**config.mk**
```make
export PLATFORM = sky130hd
export DESIGN_NAME = json_string_unescape
export DESIGN_NICKNAME = d
export VERILOG_FILES = /design/src/design/jsu_pkg.sv /design/src/design/jsu_front.sv /design/src/design/jsu_queue.sv /design/src/design/jsu_back.sv /design/src/design/json_string_unescape.sv
export VERILOG_INCLUDE_DIRS = /design/src /design/src/design
export SDC_FILE = /design/constraint.sdc
export NUM_CORES = 1
export LEC_CHECK = 0
export ABC_AREA = 1
export BUFFER_PORTS_ARGS = -buffer_cell sky130_fd_sc_hd__buf_2
export CAP_MARGIN = 10
export CELL_PAD_IN_SITES_DETAIL_PLACEMENT = 0
export CELL_PAD_IN_SITES_GLOBAL_PLACEMENT = 2
export CORE_ASPECT_RATIO = 2
export CORE_MARGIN = 1
export CORE_UTILIZATION = 30
export CTS_BUF_LIST = sky130_fd_sc_hd__clkbuf_4
export DETAILED_ROUTE_END_ITERATION = 8
export GPL_ROUTABILITY_DRIVEN = 1
export GPL_TIMING_DRIVEN = 1
export PLACE_DENSITY = 0.7
export SLEW_MARGIN = 20
export SYNTH_ARGS = -nofsm -noshare
export SYNTH_HDL_FRONTEND = slang
export SYNTH_HIERARCHICAL = 1
export SYNTH_SLANG_ARGS = --single-unit
```
**constraint.sdc**
```tcl
create_clock -name i_clk -period 3.3 [get_ports i_clk]
set_input_delay 0.495 -clock i_clk [delete_from_list [all_inputs] [get_ports i_clk]]
set_output_delay 0.495 -clock i_clk [all_outputs]
set_load 0.05 [all_outputs]
```
**src/design/assert_macros.svh**
```systemverilog
// assertion macros used by the top-level design file
// no dependencies
`ifndef ASSERT_MACROS_SVH
`define ASSERT_MACROS_SVH

// implication in the same cycle, disabled during reset
`define ASSERT_IMPL(label, clk, rst_n, ante, cons) \
    label: assert property (@(posedge clk) disable iff (!rst_n) (ante) |-> (cons)) \
        else $error("assertion failed");

// implication in the next cycle, checked during reset too
`define ASSERT_NEXT(label, clk, ante, cons) \
    label: assert property (@(posedge clk) (ante) |=> (cons)) \
        else $error("assertion failed");

`endif

```
**src/design/jsu_pkg.sv**
```systemverilog
// types, codes and helper functions for the json string unescaper
// no dependencies
package jsu_pkg;

    localparam logic [1:0] KIND_BYTE  = 2'd0;
    localparam logic [1:0] KIND_CLOSE = 2'd1;
    localparam logic [1:0] KIND_ERROR = 2'd2;

    localparam logic [2:0] ERR_NONE      = 3'd0;
    localparam logic [2:0] ERR_NO_QUOTE  = 3'd1;
    localparam logic [2:0] ERR_END_BODY  = 3'd2;
    localparam logic [2:0] ERR_END_ESC   = 3'd3;
    localparam logic [2:0] ERR_END_HEX   = 3'd4;
    localparam logic [2:0] ERR_BAD_HEX   = 3'd5;
    localparam logic [2:0] ERR_BAD_ESC   = 3'd6;
    localparam logic [2:0] ERR_CTRL_CHAR = 3'd7;

    localparam logic [7:0] CH_QUOTE  = 8'h22;
    localparam logic [7:0] CH_BSLASH = 8'h5c;
    localparam logic [7:0] CH_SPACE  = 8'h20;
    localparam logic [7:0] CH_U      = 8'h75;

    typedef enum logic [3:0] {
        MODE_WAIT = 4'b0001,
        MODE_BODY = 4'b0010,
        MODE_ESC  = 4'b0100,
        MODE_HEX  = 4'b1000
    } t_mode;

    // one queued command: up to three result bytes from one input item
    typedef struct packed {
        logic [1:0]      kind;
        logic [2:0]      err_code;
        logic [2:0][7:0] bytes;
        logic [1:0]      nbeats;
    } t_cmd;

    typedef struct packed {
        logic       ok;
        logic [7:0] value;
    } t_esc;

    typedef struct packed {
        logic       ok;
        logic [3:0] value;
    } t_hex;

    function automatic t_esc esc_decode(input logic [7:0] c);
        t_esc r;
        r.ok = 1'b1;
        r.value = c;
        unique case (c)
            8'h22, 8'h5c, 8'h2f: r.value = c;
            8'h62: r.value = 8'h08;
            8'h66: r.value = 8'h0c;
            8'h6e: r.value = 8'h0a;
            8'h72: r.value = 8'h0d;
            8'h74: r.value = 8'h09;
            default: begin
                r.ok = 1'b0;
                r.value = 8'h00;
            end
        endcase
        return r;
    endfunction

    function automatic t_hex hex_decode(input logic [7:0] c);
        t_hex r;
        r.ok = 1'b1;
        r.value = 4'd0;
        if (c >= 8'h30 && c <= 8'h39) begin
            r.value = 4'(c - 8'h30);
        end else if (c >= 8'h41 && c <= 8'h46) begin
            r.value = 4'(c - 8'h41 + 8'd10);
        end else if (c >= 8'h61 && c <= 8'h66) begin
            r.value = 4'(c - 8'h61 + 8'd10);
        end else begin
            r.ok = 1'b0;
        end
        return r;
    endfunction

    function automatic t_cmd utf8_encode(input logic [15:0] code);
        t_cmd r;
        r.kind = KIND_BYTE;
        r.err_code = ERR_NONE;
        r.bytes = '0;
        if (code[15:7] == 9'd0) begin
            r.bytes[0] = code[7:0];
            r.nbeats = 2'd1;
        end else if (code[15:11] == 5'd0) begin
            r.bytes[0] = 8'hc0 | {3'b000, code[10:6]};
            r.bytes[1] = 8'h80 | {2'b00, code[5:0]};
            r.nbeats = 2'd2;
        end else begin
            r.bytes[0] = 8'he0 | {4'b0000, code[15:12]};
            r.bytes[1] = 8'h80 | {2'b00, code[11:6]};
            r.bytes[2] = 8'h80 | {2'b00, code[5:0]};
            r.nbeats = 2'd3;
        end
        return r;
    endfunction

endpackage

```
**src/design/jsu_front.sv**
```systemverilog
// front end: string state machine, classifies each item and yields a command for some of them
// depends on jsu_pkg
module jsu_front (
    input  logic          i_clk,
    input  logic          i_rst_n,
    input  logic          i_accept,
    input  logic [7:0]    i_in_byte,
    input  logic          i_end_of_input,
    output logic          o_push,
    output jsu_pkg::t_cmd o_cmd
);
    import jsu_pkg::*;

    t_mode       r_mode, n_mode;
    logic [1:0]  r_hex_count, n_hex_count;
    logic [15:0] r_code_accum, n_code_accum;
    logic        produce;
    t_esc        esc;
    t_hex        hex;
    logic [15:0] code;

    assign esc  = esc_decode(i_in_byte);
    assign hex  = hex_decode(i_in_byte);
    assign code = {r_code_accum[11:0], hex.value};

    always_comb begin
        n_mode       = r_mode;
        n_hex_count  = r_hex_count;
        n_code_accum = r_code_accum;
        produce      = 1'b0;
        o_cmd        = '0;
        o_cmd.kind   = KIND_BYTE;
        o_cmd.nbeats = 2'd1;
        unique case (r_mode)
            MODE_WAIT: begin
                if (i_end_of_input || i_in_byte != CH_QUOTE) begin
                    produce = 1'b1;
                    o_cmd.kind = KIND_ERROR;
                    o_cmd.err_code = ERR_NO_QUOTE;
                end else begin
                    n_mode = MODE_BODY;
                end
            end
            MODE_BODY: begin
                if (i_end_of_input) begin
                    produce = 1'b1;
                    o_cmd.kind = KIND_ERROR;
                    o_cmd.err_code = ERR_END_BODY;
                end else if (i_in_byte == CH_QUOTE) begin
                    produce = 1'b1;
                    o_cmd.kind = KIND_CLOSE;
                    n_mode = MODE_WAIT;
                end else if (i_in_byte == CH_BSLASH) begin
                    n_mode = MODE_ESC;
                end else if (i_in_byte < CH_SPACE) begin
                    produce = 1'b1;
                    o_cmd.kind = KIND_ERROR;
                    o_cmd.err_code = ERR_CTRL_CHAR;
                end else begin
                    produce = 1'b1;
                    o_cmd.bytes[0] = i_in_byte;
                end
            end
            MODE_ESC: begin
                if (i_end_of_input) begin
                    produce = 1'b1;
                    o_cmd.kind = KIND_ERROR;
                    o_cmd.err_code = ERR_END_ESC;
                end else if (i_in_byte == CH_U) begin
                    n_mode = MODE_HEX;
                    n_hex_count = 2'd0;
                    n_code_accum = 16'd0;
                end else if (esc.ok) begin
                    produce = 1'b1;
                    o_cmd.bytes[0] = esc.value;
                    n_mode = MODE_BODY;
                end else begin
                    produce = 1'b1;
                    o_cmd.kind = KIND_ERROR;
                    o_cmd.err_code = ERR_BAD_ESC;
                end
            end
            MODE_HEX: begin
                if (i_end_of_input) begin
                    produce = 1'b1;
                    o_cmd.kind = KIND_ERROR;
                    o_cmd.err_code = ERR_END_HEX;
                end else if (!hex.ok) begin
                    produce = 1'b1;
                    o_cmd.kind = KIND_ERROR;
                    o_cmd.err_code = ERR_BAD_HEX;
                end else if (r_hex_count == 2'd3) begin
                    produce = 1'b1;
                    o_cmd = utf8_encode(code);
                    n_mode = MODE_BODY;
                    n_hex_count = 2'd0;
                    n_code_accum = 16'd0;
                end else begin
                    n_code_accum = code;
                    n_hex_count = r_hex_count + 2'd1;
                end
            end
            default: begin
                n_mode = MODE_WAIT;
            end
        endcase
        // any error returns to the idle state
        if (o_cmd.kind == KIND_ERROR) begin
            n_mode = MODE_WAIT;
            n_hex_count = 2'd0;
            n_code_accum = 16'd0;
        end
    end

    assign o_push = i_accept && produce;

    always_ff @(posedge i_clk) begin
        if (!i_rst_n) begin
            r_mode       <= MODE_WAIT;
            r_hex_count  <= 2'd0;
            r_code_accum <= 16'd0;
        end else if (i_accept) begin
            r_mode       <= n_mode;
            r_hex_count  <= n_hex_count;
            r_code_accum <= n_code_accum;
        end
    end

endmodule

```
**src/design/jsu_queue.sv**
```systemverilog
// small command queue between front and back end
// depends on jsu_pkg
module jsu_queue #(
    parameter int DEPTH = 4
) (
    input  logic          i_clk,
    input  logic          i_rst_n,
    input  logic          i_push,
    input  jsu_pkg::t_cmd i_cmd,
    output logic          o_not_full,
    input  logic          i_pop,
    output logic          o_not_empty,
    output jsu_pkg::t_cmd o_cmd
);
    import jsu_pkg::*;

    localparam int AW = (DEPTH > 1) ? $clog2(DEPTH) : 1;
    localparam int CW = $clog2(DEPTH + 1);
    localparam logic [AW-1:0] LAST_PTR = AW'(DEPTH - 1);

    t_cmd          r_mem [DEPTH];
    logic [AW-1:0] r_wr_ptr, r_rd_ptr;
    logic [CW-1:0] r_count;

    assign o_not_full  = r_count != CW'(DEPTH);
    assign o_not_empty = r_count != '0;
    assign o_cmd       = r_mem[r_rd_ptr];

    always_ff @(posedge i_clk) begin
        if (i_push) begin
            r_mem[r_wr_ptr] <= i_cmd;
        end
    end

    always_ff @(posedge i_clk) begin
        if (!i_rst_n) begin
            r_wr_ptr <= '0;
            r_rd_ptr <= '0;
            r_count  <= '0;
        end else begin
            if (i_push) begin
                r_wr_ptr <= (r_wr_ptr == LAST_PTR) ? '0 : r_wr_ptr + 1'b1;
            end
            if (i_pop) begin
                r_rd_ptr <= (r_rd_ptr == LAST_PTR) ? '0 : r_rd_ptr + 1'b1;
            end
            if (i_push && !i_pop) begin
                r_count <= r_count + 1'b1;
            end else if (!i_push && i_pop) begin
                r_count <= r_count - 1'b1;
            end
        end
    end

endmodule

```
**src/design/jsu_back.sv**
```systemverilog
// back end: splits each command into result items, output register
// depends on jsu_pkg
module jsu_back (
    input  logic          i_clk,
    input  logic          i_rst_n,
    input  logic          i_cmd_valid,
    input  jsu_pkg::t_cmd i_cmd,
    output logic          o_pop,
    output logic          o_valid,
    input  logic          i_ready,
    output logic [1:0]    o_kind,
    output logic [2:0]    o_error_code,
    output logic [7:0]    o_out_byte,
    output logic          o_last
);
    import jsu_pkg::*;

    logic       r_valid;
    logic [1:0] r_kind;
    logic [2:0] r_err;
    logic [7:0] r_byte;
    logic       r_last;
    logic [1:0] r_beat;
    logic       load;
    logic       beat_last;

    assign load      = i_cmd_valid && (!r_valid || i_ready);
    assign beat_last = r_beat == (i_cmd.nbeats - 2'd1);
    assign o_pop     = load && beat_last;

    always_ff @(posedge i_clk) begin
        if (!i_rst_n) begin
            r_valid <= 1'b0;
            r_beat  <= 2'd0;
        end else if (load) begin
            r_valid <= 1'b1;
            r_beat  <= beat_last ? 2'd0 : r_beat + 2'd1;
        end else if (i_ready) begin
            r_valid <= 1'b0;
        end
    end

    always_ff @(posedge i_clk) begin
        if (load) begin
            r_kind <= i_cmd.kind;
            r_err  <= i_cmd.err_code;
            r_byte <= i_cmd.bytes[r_beat];
            r_last <= beat_last;
        end
    end

    assign o_valid      = r_valid;
    assign o_kind       = r_kind;
    assign o_error_code = r_err;
    assign o_out_byte   = r_byte;
    assign o_last       = r_last;

endmodule

```
**src/design/json_string_unescape.sv**
```systemverilog
// top level of the json string unescaper
// depends on jsu_pkg, jsu_front, jsu_queue, jsu_back and assert_macros.svh
//
// input channel: i_valid / o_ready with i_in_byte and i_end_of_input, one
// raw byte or an end mark per item. output channel: o_valid / i_ready with
// o_kind, o_error_code, o_out_byte and o_last, one result per item.
// the front end takes one input item per cycle while the command queue has
// room; o_valid for the first result of an item rises once its command has
// passed through the queue memory into the back end's output register.
// the back end sends one result per cycle while the receiver is ready, and a
// \u escape yields one, two or three utf-8 bytes, each a separate result
// at the output port. o_last marks the last result from a given input item.
// a stalled receiver holds the output register; the queue then fills and
// o_ready drops once QUEUE_DEPTH commands wait.
// synchronous reset empties the queue and output, and returns the parser to
// waiting for an opening quote.
`include "assert_macros.svh"

module json_string_unescape #(
    parameter int QUEUE_DEPTH = 4
) (
    input  logic       i_clk,
    input  logic       i_rst_n,
    input  logic       i_valid,
    output logic       o_ready,
    input  logic [7:0] i_in_byte,
    input  logic       i_end_of_input,
    output logic       o_valid,
    input  logic       i_ready,
    output logic [1:0] o_kind,
    output logic [2:0] o_error_code,
    output logic [7:0] o_out_byte,
    output logic       o_last
);
    import jsu_pkg::*;

    logic accept;
    logic push;
    logic pop;
    logic q_not_full;
    logic q_not_empty;
    t_cmd f_cmd;
    t_cmd q_cmd;

    assign o_ready = q_not_full;
    assign accept  = i_valid && q_not_full;

    jsu_front u_front (
        .i_clk          (i_clk),
        .i_rst_n        (i_rst_n),
        .i_accept       (accept),
        .i_in_byte      (i_in_byte),
        .i_end_of_input (i_end_of_input),
        .o_push         (push),
        .o_cmd          (f_cmd)
    );

    jsu_queue #(
        .DEPTH (QUEUE_DEPTH)
    ) u_queue (
        .i_clk       (i_clk),
        .i_rst_n     (i_rst_n),
        .i_push      (push),
        .i_cmd       (f_cmd),
        .o_not_full  (q_not_full),
        .i_pop       (pop),
        .o_not_empty (q_not_empty),
        .o_cmd       (q_cmd)
    );

    jsu_back u_back (
        .i_clk        (i_clk),
        .i_rst_n      (i_rst_n),
        .i_cmd_valid  (q_not_empty),
        .i_cmd        (q_cmd),
        .o_pop        (pop),
        .o_valid      (o_valid),
        .i_ready      (i_ready),
        .o_kind       (o_kind),
        .o_error_code (o_error_code),
        .o_out_byte   (o_out_byte),
        .o_last       (o_last)
    );

    `ASSERT_NEXT(a_reset_clears_out, i_clk, !i_rst_n, !o_valid)
    `ASSERT_IMPL(a_err_only_on_error, i_clk, i_rst_n,
        o_valid && o_kind != KIND_ERROR, o_error_code == ERR_NONE)
    `ASSERT_IMPL(a_single_beat_last, i_clk, i_rst_n,
        o_valid && o_kind != KIND_BYTE, o_last && o_out_byte == 8'h00)
    `ASSERT_IMPL(a_error_coded, i_clk, i_rst_n,
        o_valid && o_kind == KIND_ERROR, o_error_code != ERR_NONE)

endmodule
```
=== Word level (Yosys, flattened, before mapping) ===
Memory sizes are Yosys's and may differ from the RTL's. A register that Yosys moved wholly into a read port is not among the register bits.
Index checks and enable logic that the tools add are counted.
Widths: inputs -> output; s select.

* Memories: 1
* Memory bits (writable): 124
* Register bits after elaboration: 42
* Input bits: 13
* Logic and storage cells: 172
* Output and inout port bits: 16

{| class="wikitable"
|+ Memories
! name !! depth !! bits a word !! read ports !! clocked after memory_dff !! wr ports !! RTL line !! text
|-
| u_queue.r_mem || 4 || 31 || 1 || 1 || 1 || jsu_queue.sv:21 || <nowiki>t_cmd r_mem [DEPTH];</nowiki>
|}

* Mux-type cells: 86
* $lt $le $gt $ge: 8
* Equal/unequal tests: 29
* Reduce and logical (&&, ||, !) cells: 24
* Add/sub/neg operators: 12

{| class="wikitable"
|+ Operator list
! operator !! count
|-
| $mux 26 || 3
|-
| $mux 12 || 6
|-
| $mux 8 || 9
|-
| $eq 8x7->1 const B || 7
|-
| $mux 4 || 14
|-
| $mux 16 || 3
|-
| $pmux 8 s6 || 1
|-
| $mux 5 || 9
|-
| $mux 2 || 13
|-
| $pmux 12 s2 || 1
|-
| $pmux 8 s3 || 1
|-
| $pmux 5 s4 || 1
|-
| $mux 1 || 17
|-
| $bmux 8 s2 || 1
|-
| $eq 8x6->1 const B || 2
|-
| $ge 8x7->1 const B || 2
|-
| $le 8x7->1 const B || 2
|-
| $pmux 4 s4 || 1
|-
| $sub 4x1->4 const B || 3
|-
| $mux 10 || 1
|-
| $logic_and 1x1->1 || 9
|-
| $logic_not 9->1 || 1
|-
| $mux 3 || 3
|-
| $ne 3x1->1 const B || 3
|-
| 30 further kinds || 46
|}

=== Longest topological paths before layout ===
Gate-level depths: netlist of the first run.

* Word-level depth: 13
* Depth in mapped cells: 21
* Mapped depth without buffers: 19

=== Modules after synthesis ===
The synthesis of the first run kept the hierarchy.

{| class="wikitable"
|+ Modules (own cells, without submodules)
! module !! cells each !! sequential area each (µm²) !! area each (µm²) !! instances
|-
| jsu_queue || 360 || 3903.7 || 5101.1 || 1
|-
| jsu_front || 343 || 360.3 || 2015.7 || 1
|-
| jsu_back || 81 || 480.5 || 829.5 || 1
|-
| json_string_unescape || 2 || 0.0 || 7.5 || 1
|}

=== Worst setup path after synthesis of the first run ===
No wires, ideal clock.

* Kind: input-to-reg
* Start point: input port i_in_byte[0]
* End point: memory u_queue/r_mem[0][0] (netlist name) (enable)
* Stages on the path: 11
* Library setup time: 0.386 ns
* Setup slack: 0.544 ns
* Buffers on the path: 0
* Required time: 2.914 ns
* Arrival time: 2.370 ns
* Cell sequence: inv_1 ha_1 o21ai_1 nand2_1 nand2_4 nand3_1 nand4_1 o22ai_1 a21oi_1 nand2_1 inv_1

* Longest elaborated chain between the ends: 11
* Elaborated cells between the ends (all ways): 29
* Those cells by class: 6 x order compare; 4 x eq/ne; 14 x mux; 5 x reduce/logical

{| class="wikitable"
|+ Ends and longest elaborated chain
! element !! RTL line !! text
|-
| from (decl) || json_string_unescape.sv:26 || <nowiki>input logic [7:0] i_in_byte,</nowiki>
|-
| $ge 8x7->1 or $le 8x7->1 (tied branches) || jsu_pkg.sv:75 || <nowiki>end else if (c >= 8'h61 && c <= 8'h66) begin</nowiki>
|-
| $logic_and 1x1->1 || jsu_pkg.sv:75 ||
|-
| $mux 1 || jsu_pkg.sv:75 ||
|-
| $mux 1 || jsu_pkg.sv:73 || <nowiki>end else if (c >= 8'h41 && c <= 8'h46) begin</nowiki>
|-
| $mux 1 || jsu_pkg.sv:71 || <nowiki>if (c >= 8'h30 && c <= 8'h39) begin</nowiki>
|-
| $mux 1 || jsu_front.sv:88 || <nowiki>end else if (!hex.ok) begin</nowiki>
|-
| $mux 1 || jsu_front.sv:84 || <nowiki>if (i_end_of_input) begin</nowiki>
|-
| $pmux 1 s4 (*) || jsu_front.sv:34 || <nowiki>unique case (r_mode)</nowiki>
|-
| $logic_and 1x1->1 (*) || jsu_front.sv:115 || <nowiki>assign o_push = i_accept && produce;</nowiki>
|-
| net push || json_string_unescape.sv:38 || <nowiki>logic push;</nowiki>
|-
| $mux 1 (*) || jsu_queue.sv:30 || <nowiki>if (i_push) begin</nowiki>
|-
| $mux 1 (implied by the code) (*) || jsu_queue.sv:31 || <nowiki>r_mem[r_wr_ptr] <= i_cmd;</nowiki>
|-
| to (decl) || jsu_queue.sv:21 ||
|}

The timed path passes the listed nets; every way through them passes the cells marked *.

=== Worst setup path after layout of the first run ===
* Start point: register u_front.r_mode[0]
* End point: register u_queue.r_count[2]

* Longest elaborated chain between the ends: 6
* Elaborated cells between the ends (all ways): 11
* Those cells by class: 4 x eq/ne; 2 x mux; 5 x reduce/logical

{| class="wikitable"
|+ Ends and longest elaborated chain
! element !! RTL line !! text
|-
| from (decl) || jsu_front.sv:14 || <nowiki>t_mode r_mode, n_mode;</nowiki>
|-
| from (signal assigned) || jsu_front.sv:123 || <nowiki>r_mode <= n_mode;</nowiki>
|-
| $eq 4x4->1 (tied with other cells) || jsu_front.sv:34 ||
|-
| $pmux 1 s4 (*) || jsu_front.sv:34 ||
|-
| $logic_and 1x1->1 (*) || jsu_front.sv:115 ||
|-
| net push || json_string_unescape.sv:38 ||
|-
| $logic_not 1->1 || jsu_queue.sv:49 || <nowiki>end else if (!i_push && i_pop) begin</nowiki>
|-
| $logic_and 1x1->1 || jsu_queue.sv:49 ||
|-
| $reduce_bool 2->1 (no line) || n/a ||
|-
| to (signal assigned) || jsu_queue.sv:48 || <nowiki>r_count <= r_count + 1'b1;</nowiki>
|-
| to (signal assigned) || jsu_queue.sv:50 || <nowiki>r_count <= r_count - 1'b1;</nowiki>
|-
| to (decl) || jsu_queue.sv:23 || <nowiki>logic [CW-1:0] r_count;</nowiki>
|}

Marked as above.
A chain may end at the register's enable or synchronous reset.

==> results.md, run 1 <==
* Hold Vio Cnt, Final at 0
* Vias/cell at 4.84
* CP max stage cell: fa_1
* Yosys top cell area share at 52.1%
* PD cells at 749 nW/µm²
* Die ar. at 27200 µm²
* H-tree Lvls at 4
* Rel. slew slack at 53.0%
* Clock tree sinks at 168
* Port Buf Inserts at 28
* First-pass DRT Iterations at 9
* Final HPWL DP at 14500 µm
* EDFF count, synth at 138
* Initial Utilization at 30.4%
* Status: finished with violations
* YS warnings at 6
* Synth area leaders: edfxtp_1 52%, dfxtp_1 7.6%, nor2_1 5.8%, o21ai_1 4.2%, nand2_1 3.8%
* Fin. max-slew vios at 0
* DRC Markers at 2
* CP Class: flip-flop to flip-flop
* Number of setup buffers added after CTS at 0
* Final core utilization at 33.4%
* Setup tns final at 0 ns
* Crit path launch type: flip-flop
* # nets final at 841
* Mapped Area at 7950 µm²
* Chip Width at 117 µm
* Gpl congestion at 0.789
* Worst hold path type: primary input to flip-flop
* Chip Height at 232 µm
* GRT Residual Overflow at 0
* Largest net degree at the start of global routing at 57
* Post_cts resized at 0
* Max Cap Viol at 0
* Hold Path End: u_back/o_valid$_SDFFE_PN0P_
* Worst Tran Pin Value at 0.704 ns
* Most frequent CP cell: inv_1
* Initial DRC Count at 368
* Clk slew on worst S/H paths at 0.13 ns
* Syn-to-layout area delta at 10.0%
* CTS Root Cell: clkbuf_4
* Fin crit share at 82.1%
* Syn Area/Cell at 10.1 µm²
* First-pass GRT wire length at 31800 µm
* Max FO, Critical Path at 6
* Largest vdd supply drop at 0.000349 V
* Most numerous cell in the Yosys netlist: edfxtp_1
* Vias in the first global route at 5466
* Reg-to-reg critical path endpoint: u_queue/r_count[2]$_SDFFE_PN0P_
* Antenna violations before repair at 1
* WL final at 20800 µm
* Number of synthesized register bits at 168
* Final hold slack at 0.208 ns
* Skew final at 0.0150 ns
* Remaining antenna violation count at 0
* Data required, critical path at 3.81 ns
* Commonest cells in the netlist: 138 x edfxtp_1, 122 x nor2_1, 80 x nand2_1, 71 x inv_1, 67 x o21ai_1
* Ratio of cells with drive above 1 in the final layout at 16.0%
* RSZ-0062 raised after global routing: no
* Reg2Reg Setup Slack at 0.59 ns
* Finish-stage setup viols at 0
* Sequential element share of the synthesized area at 59.7%
* Detailed-route via count at 5688
* CORE AREA at 26200 µm²
* Critical R2R Launch: u_front/r_mode[0]$_SDFFE_PN1P_
* Cells along the critical path: nor2_1, inv_2, nor3_4, nand3_1, nand4_1, o22ai_1, a21oi_1, buf_4, ha_1, inv_1, fa_1, inv_1, nand2_1, nand3_1, nand2_1, inv_1, nor2_1
* Worst hold path stage count at 4
* Post-synth top area cell: edfxtp_1
* CTS max path bufs at 2
* Hold_sp: i_ready
* Post-CTS Hold Buffers at 0
* Max stage delay on crit path at 0.43 ns
* Post-synth ARST share at 0%
* Row count at 84
* Post-layout minimum cycle time at 2.71 ns
* Lkg Pwr at 3.22 nW
* Dominant synthesized flop cell: edfxtp_1
* Total CTS buffers at 17
* Wire per inst at 17.7 µm
* Post-Syn Instances at 786
* Max frequency at 369 MHz
* GRT Util Overall at 16.4%
* Clock latency reported for the late side of the worst-skew pair at 0.59 ns
* Critical path endpoint category: flip-flop
* TritonCTS clock tree: yes
* Critical Path AT at 3.22 ns
* Distinct cells, synth at 37
* Number of top-level pins at 29
* Failing checks: DRC
* R2R depth at 17
==> critical path: cells and delay by family (launching register included) <==
kind	cells	cell delay, ns
fa+ha+maj	2	0.60
simple gates	8	1.03
flops	1	0.37
compound gates	2	0.21
buf+inv	5	0.41
==> layout make-up <==
| class | count | area (µm²) |
|---|---|---|
| Clock buffer | 19 | 143 |
| Timing Repair Buffer | 46 | 325 |
| Multi-Input combinational cell | 502 | 2620 |
| Sequential cell | 168 | 4750 |
| Tap cell | 344 | 430 |
| Inverter | 81 | 312 |
| Antenna cell | 1 | 2.50 |
| Fill cell | 2703 | 17400 |
| Clock inverter | 13 | 178 |
==> stage by stage <==
| step | total power (W) | instances | instance area, µm² | worst slack (ns) |
|---|---|---|---|---|
| after floorplan | 0.00476 | 787 | 7960 | 0.544 |
| after global placement | 0.00536 | 1141 | 8430 | 0.224 |
| after detailed placement | 0.00536 | 1141 | 8430 | 0.190 |
| after CTS | 0.00667 | 1173 | 8750 | 0.582 |
| after global routing | 0.00701 | 1174 | 8750 | 0.256 |
| final | 0.00656 | 1174 | 8750 | 0.591 |
==> worst max-delay path by stage <==
stage,start,slack [ns],cells after the start,endpoint
3_5_place_dp,i_in_byte[0],0.19,20,u_queue/r_count[2]$_SDFFE_PN0P_
3_3_place_gp,i_in_byte[0],0.22,20,u_queue/r_count[2]$_SDFFE_PN0P_
5_1_grt,u_front/r_mode[0]$_SDFFE_PN1P_,0.26,16,u_queue/r_count[2]$_SDFFE_PN0P_
2_1_floorplan,i_in_byte[0],0.54,11,u_queue/r_mem[0][0]$_DFFE_PP_
4_1_cts,u_front/r_mode[0]$_SDFFE_PN1P_,0.58,17,u_queue/r_count[2]$_SDFFE_PN0P_
6_report,u_front/r_mode[0]$_SDFFE_PN1P_,0.59,17,u_queue/r_count[2]$_SDFFE_PN0P_
==> registers in the layout, indices dropped and copies added, names as in the netlist, named ones only <==
register              cells
u_back/o_error_code       3
u_back/r_beat             2
u_back/o_kind             2
u_queue/r_rd_ptr          2
u_front/r_code_accum     12
u_queue/r_count           3
u_back/o_last             1
u_back/o_valid            1
u_queue/r_wr_ptr          2
u_front/r_mode            4
u_queue/r_mem           124
u_front/r_hex_count       2
u_back/o_out_byte         8
==> routing by layer <==
layer / wire length, µm / track usage, % / up-vias
li1: - / - / 2797
met5: 0 / 0 / -
met4: 449 / 5.58 / 0
met3: 488 / 2.77 / 22
met2: 12000 / 31.6 / 102
met1: 7830 / 17.2 / 2767
==> logic make-up after synthesis <==
| family | count (synthesis) | share of synthesized area, % |
|---|---|---|
| flops | 168 | 59.7 |
| other cells | 1 | 0.0471 |
| compound gates | 165 | 11.8 |
| simple gates | 323 | 19.1 |
| buf+inv | 117 | 7.50 |
| fa+ha+maj | 12 | 1.98 |
==> cells in the final DEF, fill, tap and decap left out, types with 2 or more instances in the layout <==
cell / count
ha_1: 11
inv_2: 9
nand2_1: 80
o21ai_1: 67
a22oi_1: 4
nor3_1: 18
bufinv_16: 4
buf_12: 4
clkbuf_4: 19
o21ai_0: 25
nand3_1: 46
nor2_1: 122
edfxtp_1: 138
clkinv_4: 3
nand2_4: 7
buf_2: 28
conb_1: 2
nand2_2: 22
dfxtp_1: 29
nor2_4: 2
nand4_1: 18
nand3_2: 3
clkinv_1: 4
inv_1: 71
o211ai_1: 2
a21oi_2: 10
a21oi_1: 17
buf_4: 14
o22ai_1: 37
==> power by group <==
part / leakage [nW] / total, W / internal, W / switching [W]
logic: 1.53 / 0.00243 / 0.000659 / 0.00177
registers: 1.53 / 0.00281 / 0.00270 / 0.000115
clock network: 0.167 / 0.00131 / 0.000613 / 0.000701
No activity file was read; power rests on OpenSTA's default activity.
==> run 2: changes to the inputs <==
--- a/config.mk
+++ b/config.mk
@@ -18,7 +18,7 @@
 export DETAILED_ROUTE_END_ITERATION = 8
 export GPL_ROUTABILITY_DRIVEN = 1
 export GPL_TIMING_DRIVEN = 1
-export PLACE_DENSITY = 0.7
+export PLACE_DENSITY = 0.73
 export SLEW_MARGIN = 20
 export SYNTH_ARGS = -nofsm -noshare
 export SYNTH_HDL_FRONTEND = slang
==> constraint.sdc (replaced) <==
create_clock -name i_clk -period 2.3 [get_ports i_clk]
set_input_delay 0.345 -clock i_clk [delete_from_list [all_inputs] [get_ports i_clk]]
set_output_delay 0.345 -clock i_clk [all_outputs]
set_load 0.05 [all_outputs]
==> results.md, run 2 (synthesized netlist as in run 1, its figures left out) <==
* Worst hold path type: primary input to flip-flop
* Rel. slew slack at 54.9%
* Finish-stage setup viols at 2
* Worst setup path endpoint: u_queue/r_count[1]$_SDFFE_PN0P_
* Critical path endpoint category: flip-flop
* Largest register by flop count: u_queue/r_mem
* H-tree Lvls at 4
* GRT Util Overall at 17.0%
* Number of top-level pins at 29
* Status: finished with violations
* Data required, critical path at 2.82 ns
* DRC Markers at 2
* Fillers at 2645
* Reg2Reg Setup Slack at -0.04 ns
* Failing checks: DRC, setup timing
* Most common cell after layout, fill and taps aside: edfxtp_1
* Register area at 4750 µm²
* Final WS setup at -0.0382 ns
* CTS Root Cell: clkbuf_4
* Antenna violations before repair at 1
* Vias in the first global route at 6018
* Remaining antenna violation count at 0
* First-pass GRT wire length at 33200 µm
* R2R depth at 13
* Setup tns final at -0.0563 ns
* Commonest non-fill, non-tap cells in the layout: 138 x edfxtp_1, 121 x nor2_1, 99 x buf_4
* Total CTS buffers at 17
* Detailed-route via count at 5976
* Final core utilization at 36.8%
* Largest net degree at the start of global routing at 45
* Port Buf Inserts at 28
* RSZ-0062 raised after global routing: yes
* Final HPWL DP at 16300 µm
* Fin. max-slew vios at 0
* Fin crit share at 102%
* Lkg Pwr at 3.64 nW
* Clock tree sinks at 168
* Reg-to-reg critical path endpoint: u_queue/r_count[1]$_SDFFE_PN0P_
* Wire per inst at 17.5 µm
* Max frequency at 428 MHz
* Critical Path AT at 2.86 ns
* Post-CTS Hold Buffers at 0
* GRT Residual Overflow at 0
* Worst Tran Pin Value at 0.675 ns
* Ratio of cells with drive above 1 in the final layout at 27.9%
* WL final at 22100 µm
* # nets final at 935
* Vias/cell at 4.72
* Row count at 84
* Clock latency reported for the late side of the worst-skew pair at 0.57 ns
* Critical R2R Launch: u_front/r_mode[0]$_SDFFE_PN1P_
* Die ar. at 27200 µm²
* Post-layout minimum cycle time at 2.34 ns
* Initial DRC Count at 364
* Max FFs per register at 124
* Crit path launch type: flip-flop
* CP Class: flip-flop to flip-flop
* Chip Width at 117 µm
* Gpl congestion at 0.905
* First-pass DRT Iterations at 7
* Chip Height at 232 µm
* Syn-to-layout area delta at 21.0%
* Initial Utilization at 30.4%
* TritonCTS clock tree: yes
* Max Cap Viol at 0
* Skew final at 0.0200 ns
* Worst setup startpoint: u_front/r_mode[0]$_SDFFE_PN1P_
* Clk slew on worst S/H paths at 0.14 ns
* PD cells at 1010 nW/µm²
* CORE AREA at 26200 µm²
* Largest vdd supply drop at 0.000315 V
* Area occupied by multi-input gates at 2710 µm²
* Max FO, Critical Path at 4
* CTS max path bufs at 2
* Hold Vio Cnt, Final at 0
-- run 2: cell count changes in the layout (fill, tap and decap cells not counted), moves of 4 or more --
cell	delta
inv_1	-10
buf_4	+85
clkinv_1	-4
clkinvlp_4	+7
inv_2	+4
nand2_2	+4
nand2_1	-4
-- run 2: layout make-up --
class	instances	share of cell area (%)
timing repair buffer	140	11.8
sequential	168	49.3
inverter	81	3.60
tap	344	4.47
clock inverter	14	1.33
multi-input combinational	502	28.1
clock buffer	17	1.33
antenna	1	0.0260
-- run 2: report_power, final --
group          switching (W)  internal, W  total [W]
sequential          0.000178      0.00387    0.00405
combinational        0.00270      0.00136    0.00406
clock                0.00105     0.000536    0.00158
total                0.00393      0.00577    0.00969
-- run 2: worst min path at each step --
| stage | from | endpoint | slack, ns | depth (start not counted) |
|---|---|---|---|---|
| 2_1_floorplan | i_rst_n | u_front/r_mode[0]$_SDFFE_PN1P_ | 0.43 | 1 |
| 3_3_place_gp | u_front/r_code_accum[0]$_SDFFE_PN0P_ | u_front/r_code_accum[0]$_SDFFE_PN0P_ | 0.45 | 2 |
| 3_5_place_dp | u_front/r_code_accum[0]$_SDFFE_PN0P_ | u_front/r_code_accum[0]$_SDFFE_PN0P_ | 0.45 | 2 |
| 4_1_cts | i_ready | u_back/o_valid$_SDFFE_PN0P_ | 0.03 | 4 |
| 5_1_grt | i_ready | u_back/o_valid$_SDFFE_PN0P_ | 0.04 | 4 |
| 6_report | i_ready | u_back/o_valid$_SDFFE_PN0P_ | 0.07 | 4 |
-- run 2: worst max-delay path, stage by stage, from the launching register on --
cell	delay (ns)
dfxtp_2	0.36
nor2_4	0.12
inv_2	0.05
nor3_4	0.14
buf_6	0.15
nand3_2	0.08
nand4_1	0.10
o22ai_2	0.11
a21oi_4	0.23
ha_2	0.22
inv_2	0.04
fa_2	0.51
o21ai_1	0.05
a21oi_1	0.12
-- run 2: stage by stage --
| step | hold slack [ns] | total power, W | instance area (µm²) | setup slack, ns | std cells |
|---|---|---|---|---|---|
| finish | 0.0668 | 0.00969 | 9630 | -0.0382 | 1267 |
| floorplan | 0.430 | 0.00689 | 8050 | -0.0107 | 787 |
| detailed placement | 0.450 | 0.00816 | 9210 | -0.332 | 1228 |
| global route | 0.0394 | 0.0103 | 9630 | -0.139 | 1267 |
| CTS | 0.0286 | 0.00978 | 9520 | -0.0337 | 1263 |
| global placement | 0.448 | 0.00815 | 9210 | -0.297 | 1228 |
-- run 2: what timing repair did --
item / CTS / global route
gates cloned: 0 / 3
endpoints found under the setup margin: 2 / 125
resized for setup: 7 / 11
pin swaps: 4 / 3
setup buffers: 4 / 1
-- run 2: metal layers --
layer,global-route usage (%),wire length [µm]
met1,16.0,7650
met2,33.3,13000
met3,2.51,407
met4,9.77,1100
met5,0,0
